===== src/rtl/core/assert_macros.svh =====
// Assertion helpers shared by the RTL.
`ifndef ASSERT_MACROS_SVH
`define ASSERT_MACROS_SVH

`ifndef SYNTH
`define ASSERT_CLK_RST(lbl, clk, rst_n, prop) \
    lbl: assert property (@(posedge clk) disable iff (!rst_n) prop) \
        else $error("assertion failed");
`define ASSERT_CLK(lbl, clk, prop) \
    lbl: assert property (@(posedge clk) prop) else $error("assertion failed");
`else
`define ASSERT_CLK_RST(lbl, clk, rst_n, prop)
`define ASSERT_CLK(lbl, clk, prop)
`endif

`endif


===== src/rtl/core/sca_pkg.sv =====
package sca_pkg;

    localparam int DEF_POOL_BYTES   = 1048576;
    localparam int DEF_ARENA_BYTES  = 131072;
    localparam int DEF_HEADER_BYTES = 8;
    localparam int DEF_SIZE_CLASSES = 13;

    localparam int MAX_CLASSES = 13;
    localparam int CLS_W       = 4;
    localparam int CLASS_W     = 17;
    localparam int NEED_W      = 14;
    localparam int SIZE_W      = 18;
    localparam int ADDR_W      = 20;
    localparam int STATUS_W    = 2;

    localparam logic CMD_ALLOC = 1'b0;
    localparam logic CMD_FREE  = 1'b1;

    localparam logic [STATUS_W-1:0] ST_OK        = 2'd0;
    localparam logic [STATUS_W-1:0] ST_TOO_LARGE = 2'd1;
    localparam logic [STATUS_W-1:0] ST_BAD_FREE  = 2'd2;
    localparam logic [STATUS_W-1:0] ST_EXHAUSTED = 2'd3;

    localparam logic [CLASS_W-1:0] CLASS_BYTES [MAX_CLASSES] = '{
        17'd16, 17'd32, 17'd64, 17'd128, 17'd256, 17'd1024, 17'd2048,
        17'd4096, 17'd8192, 17'd16384, 17'd32768, 17'd65536, 17'd131008
    };

    // block size in 8-byte units, rounded up
    localparam logic [NEED_W-1:0] CLASS_NEED_UNITS [MAX_CLASSES] = '{
        14'd2, 14'd4, 14'd8, 14'd16, 14'd32, 14'd128, 14'd256,
        14'd512, 14'd1024, 14'd2048, 14'd4096, 14'd8192, 14'd16376
    };

    typedef struct packed {
        logic clear_step;
        logic load;
        logic lookup;
        logic commit;
    } ctrl_cmd_t;

    typedef struct packed {
        logic clear_last;
    } dp_status_t;

endpackage


===== src/rtl/core/sca_ctrl.sv =====
`include "assert_macros.svh"

module sca_ctrl
    import sca_pkg::*;
(
    input  logic       aclk,
    input  logic       aresetn,
    input  logic       s_valid,
    output logic       s_ready,
    output logic       m_valid,
    input  logic       m_ready,
    output ctrl_cmd_t  cmd,
    input  dp_status_t stat
);

    typedef enum logic [1:0] {
        CLEAR,
        IDLE,
        LOOKUP,
        COMMIT
    } state_t;

    state_t state_reg, state_next;
    logic   m_valid_reg, m_valid_next;
    logic   commit_fire;

    always_comb begin
        commit_fire    = (state_reg == COMMIT) && (!m_valid_reg || m_ready);
        s_ready        = (state_reg == IDLE) || commit_fire;
        cmd.clear_step = (state_reg == CLEAR);
        cmd.load       = s_valid && s_ready;
        cmd.lookup     = (state_reg == LOOKUP);
        cmd.commit     = commit_fire;

        state_next = state_reg;
        unique case (state_reg)
            CLEAR: begin
                if (stat.clear_last) begin
                    state_next = IDLE;
                end
            end
            IDLE: begin
                if (cmd.load) begin
                    state_next = LOOKUP;
                end
            end
            LOOKUP: begin
                state_next = COMMIT;
            end
            COMMIT: begin
                if (commit_fire) begin
                    state_next = cmd.load ? LOOKUP : IDLE;
                end
            end
            default: begin
                state_next = CLEAR;
            end
        endcase

        if (commit_fire) begin
            m_valid_next = 1'b1;
        end else if (m_ready) begin
            m_valid_next = 1'b0;
        end else begin
            m_valid_next = m_valid_reg;
        end
    end

    always_ff @(posedge aclk) begin
        if (!aresetn) begin
            state_reg   <= CLEAR;
            m_valid_reg <= 1'b0;
        end else begin
            state_reg   <= state_next;
            m_valid_reg <= m_valid_next;
        end
    end

    assign m_valid = m_valid_reg;

    `ASSERT_CLK_RST(a_load_to_lookup, aclk, aresetn, cmd.load |=> (state_reg == LOOKUP))
    `ASSERT_CLK_RST(a_lookup_to_commit, aclk, aresetn, cmd.lookup |=> (state_reg == COMMIT))
    `ASSERT_CLK_RST(a_commit_gives_word, aclk, aresetn, cmd.commit |=> m_valid_reg)
    `ASSERT_CLK(a_reset_clears, aclk, !aresetn |=> (state_reg == CLEAR) && !m_valid_reg)

endmodule

===== config.mk =====
export PLATFORM = sky130hd
export DESIGN_NAME = sca_ctrl
export DESIGN_NICKNAME = d
export VERILOG_FILES = /design/src/rtl/core/sca_pkg.sv /design/src/rtl/core/sca_ctrl.sv
export VERILOG_INCLUDE_DIRS = /design/src /design/src/rtl/core
export SDC_FILE = /design/constraint.sdc
export NUM_CORES = 1
export LEC_CHECK = 0
export ABC_CLOCK_PERIOD_IN_PS = 1130
export BUFFER_PORTS_ARGS = -buffer_cell sky130_fd_sc_hd__buf_2
export CORE_AREA = 2 2 39 41
export DETAILED_ROUTE_END_ITERATION = 12
export DIE_AREA = 0 0 41 43
export PLACE_DENSITY = 0.37
export SYNTH_ARGS = -nofsm -noshare
export SYNTH_HDL_FRONTEND = slang
export SYNTH_SLANG_ARGS = --single-unit
export TNS_END_PERCENT = 100

===== constraint.sdc =====
create_clock -name aclk -period 1.13 [get_ports aclk]
set_input_delay 0.226 -clock aclk [delete_from_list [all_inputs] [get_ports aclk]]
set_output_delay 0.226 -clock aclk [all_outputs]
set_load 0.01 [all_outputs]

## Yosys cells after proc, flatten, opt, wreduce, memory -nomap -nowiden

Index checks and enable logic that the tools add are counted.

| word-level totals | value |
|---|---|
| logic and storage cells | 23 |
| bits in registers | 3 |
| output and inout bits | 6 |
| bits of input ports | 5 |

| cells by class | value |
|---|---|
| muxes and demuxes | 7 |
| equality and inequality tests | 6 |
| reduce and logical (&&, ||, !) cells | 8 |

Operator list:

| kind | count |
|---|---|
| two-way mux 2 bit | 4 |
| one-hot mux 2 bit (4 select lines) | 1 |
| == test 2 bit (second input constant) | 2 |
| != test 2 bit (second input constant) | 2 |
| AND reduction 3 bit | 1 |
| == test 2 x 1 -> 1 bit (second input constant) | 1 |
| logical AND 1 bit | 2 |
| zero test 2 bit | 1 |
| logical OR 1 bit | 2 |
| two-way mux 1 bit | 2 |
| != test 2 x 1 -> 1 bit (second input constant) | 1 |
| nonzero test 2 bit | 1 |
| zero test 1 bit | 1 |

## Longest topological paths before layout

| depth | value |
|---|---|
| depth after elaboration | 8 |
| mapped depth | 3 |
| mapped depth without buffers | 3 |

## Least setup slack after synthesis

OpenSTA, ideal clock, no wires.

| timing | value |
|---|---|
| kind | reg2out |
| from | register state_reg[0] |
| to | output cmd[0] (netlist bit) |
| setup slack | 0.151 ns |
| buffers on the path | 1 |
| stages on the path, launching flop included | 4 |
| data arrival time | 0.753 ns |
| cells stage by stage | dfxtp_1 -> inv_1 -> nor3_1 -> buf_4 |

| on the way | value |
|---|---|
| word-level cells in the longest chain between the ends | 2 |

RTL lines:

| what | RTL line | text |
|---|---|---|
| start, declared | sca_ctrl.sv:23 | `state_t state_reg, state_next;` |
| start signal, assigned | sca_ctrl.sv:74 | `state_reg <= state_next;` |
| == test 2 bit | sca_ctrl.sv:28 | `commit_fire = (state_reg == COMMIT) && (!m_valid_reg \|\| m_ready);` |
| logical AND 1 bit | sca_ctrl.sv:28 |  |
| end, declared | sca_ctrl.sv:12 | `output ctrl_cmd_t cmd,` |

No other way between the ends.

==> results.tsv <==
metric	value	unit
number of library cell types mapped by synthesis	12	
Pleak	0.141	nW
worst-case clock buffer depth	2	
syn nets	25	
core outline area	0.00138	sq mm
Synth top area share	0.384	
Antenna Cells	0	
first-pass GRT wire length	683	microns
Final Core Density	0.219	
wire length on met2	201	microns
wire per inst	8.63	microns
RD Place Congestion	0.591	
failing checks	setup timing	
final worst path period need	1200	ps
synth top area cells	dfxtp_1 38%, a21oi_1 13%, nor2b_4 8.8%	
overall power	0.402	mW
initial antenna violation count	0	
Pre-antenna DRT Iters	1	
Num CTS Buffers	3	
most common cell in the synthesized netlist	a21oi_1	
Post-Synthesis Cells	20	
Warnings, synthesis	0	
clock root cell	clkbuf_4	
final setup vio count	5	
worst path arrival time	980	ps
fin. max-slew vios	0	
VDD IR max	0.599	mV
clock skew	0.225	ps
RSZ-0062 raised after global routing	yes	
vias in the first global route	175	
total wire length	466	microns
Die W	41	microns
Post-synth top flop	dfxtp_1	
Worst Tran Pin Value	137	ps
Setup CP Type	flop to primary output	
largest net degree at the start of global routing	6	
I/O pin count	11	
DIE HEIGHT	43	microns
asr flop ratio synth	0	
WP data required	900	ps
# rows	14	
post-route setup slack	-71.6	ps
layout cell share with drive strength beyond 1	0.711	
Worst setup SP type	flop	
Syn-to-layout area delta	93.6	%
Non-Filler Cell Area, Final	303	sq um
die area	0.00176	sq mm
Initial Util	0.113	
register area share after synthesis	0.384	
initial drt markers	0	
NumNets Final	44	
routed vias/inst	3.50	
GR Overflow Total	0	
Slew HR	0.907	
Worst R2R Path Depth	5	
DP HPWL	309	microns
antenna viol nets, final	0	
pwr dens	1330	mW/mm^2
worst-path fanout max	5	
top sig layer	met3	
DRC	0	
H-tree levels	1	
Post-CTS Hold Buffers	0	
CP Capture Type	primary output	
Yosys top cell by area	dfxtp_1	
synthesized area	156	sq um
Clock Latency Late Sink	240	ps
met3 wire length	55	microns
Post-Syn Area per Cell	7.82	sq um
number of synthesized flops with an enable pin	0	
FMAX	832	MHz
top cells by count, synth	4 x a21oi_1, 3 x dfxtp_1, 2 x inv_1, 2 x nor2_1, 2 x o21ai_1	
# fillers	161	
run status	finished with violations	
Max-cap violations	0	
Worst-path clk slew	40	ps
All-Layer GR Usage	0.0641	
clk sinks	3	
CTS tree	yes	
max FFs per register	2	
worst min path class	input pin to flop	
period utilisation layout	1.06	
final hold vios	0	
WHS Path Cells	2	
Met1 Wirelength	209	microns
Seq cells post-synth	3	
vias	189	
Buffers on Ports	10	
Placement Cell Area	234	sq um
==> worst max-delay path: stages (launching register included) <==
cell and delay (ps):
dfxtp_2 310, buf_4 150, a21oi_2 140, buf_2 140
==> cell type report <==
cell class              count  area (sq um)  area share
clock buffers               4          26.3      0.0868
well taps                  16          20.0      0.0661
repair buffers             15          91.3       0.302
inverters                   2          7.51      0.0248
multi-input cells          14          91.3       0.302
flip-flops and latches      3          66.3       0.219
==> where the power goes <==
group | total [mW] | switching [mW] | internal (mW)
Combinational | 0.0848 | 0.0411 | 0.0437
Clock | 0.195 | 0.0623 | 0.133
Sequential | 0.122 | 0.00753 | 0.115
==> layout by cell type, fill, tap and decap left out, types with 2 or more instances in the layout <==
master	netlist	final
a21oi_2	0	2
clkbuf_4	0	3
a21oi_1	4	2
dfxtp_2	0	2
buf_2	0	10
buf_4	1	4
o21ai_1	2	2
==> metrics by stage <==
stage / worst slack, ps / instances / hold WS [ps] / TNS (ps)
after floorplan: 151 / 20 / 354 / 0
final: -71.6 / 54 / 242 / -174
after global routing: -133 / 54 / 243 / -490
after global placement: 140 / 47 / 490 / 0
after CTS: -64.2 / 53 / 236 / -221
after detailed placement: 145 / 47 / 489 / 0
==> per-layer routing <==
metal	vias up	track usage
met2	8	0.0688
met5	-	0
met1	77	0.0764
met3	0	0.0628
li1	104	-
met4	0	0.0400
==> worst paths after layout <==
kind,start,to,slack (ps)
setup / recovery,state_reg[1]$_SDFFE_PN0P_,cmd[2],-70
hold / removal,aresetn,m_valid$_SDFFE_PN0P_,240
hold reg to reg,state_reg[1]$_SDFFE_PN0P_,state_reg[0]$_SDFFE_PN0P_,510
setup reg to reg,m_valid$_SDFFE_PN0P_,state_reg[0]$_SDFFE_PN0P_,140
==> timing repair <==
item | 4_1_cts | 5_1_grt
resized for setup | 5 | 4
setup endpoints to repair | 5 | 5
cloned | 0 | 0
pin swaps | 2 | 3
setup buffers | 2 | 1
==> cells by family (layout without fill, tap and decap cells) <==
family / count (synthesis) / count (layout) / share of synthesized area
AOI/OAI and AO/OA: 8 / 8 / 0.272
buffers and inverters: 3 / 21 / 0.0960
DFF: 3 / 3 / 0.384
and+or+nand+nor: 6 / 6 / 0.248
(Power assumes the default switching activity.)
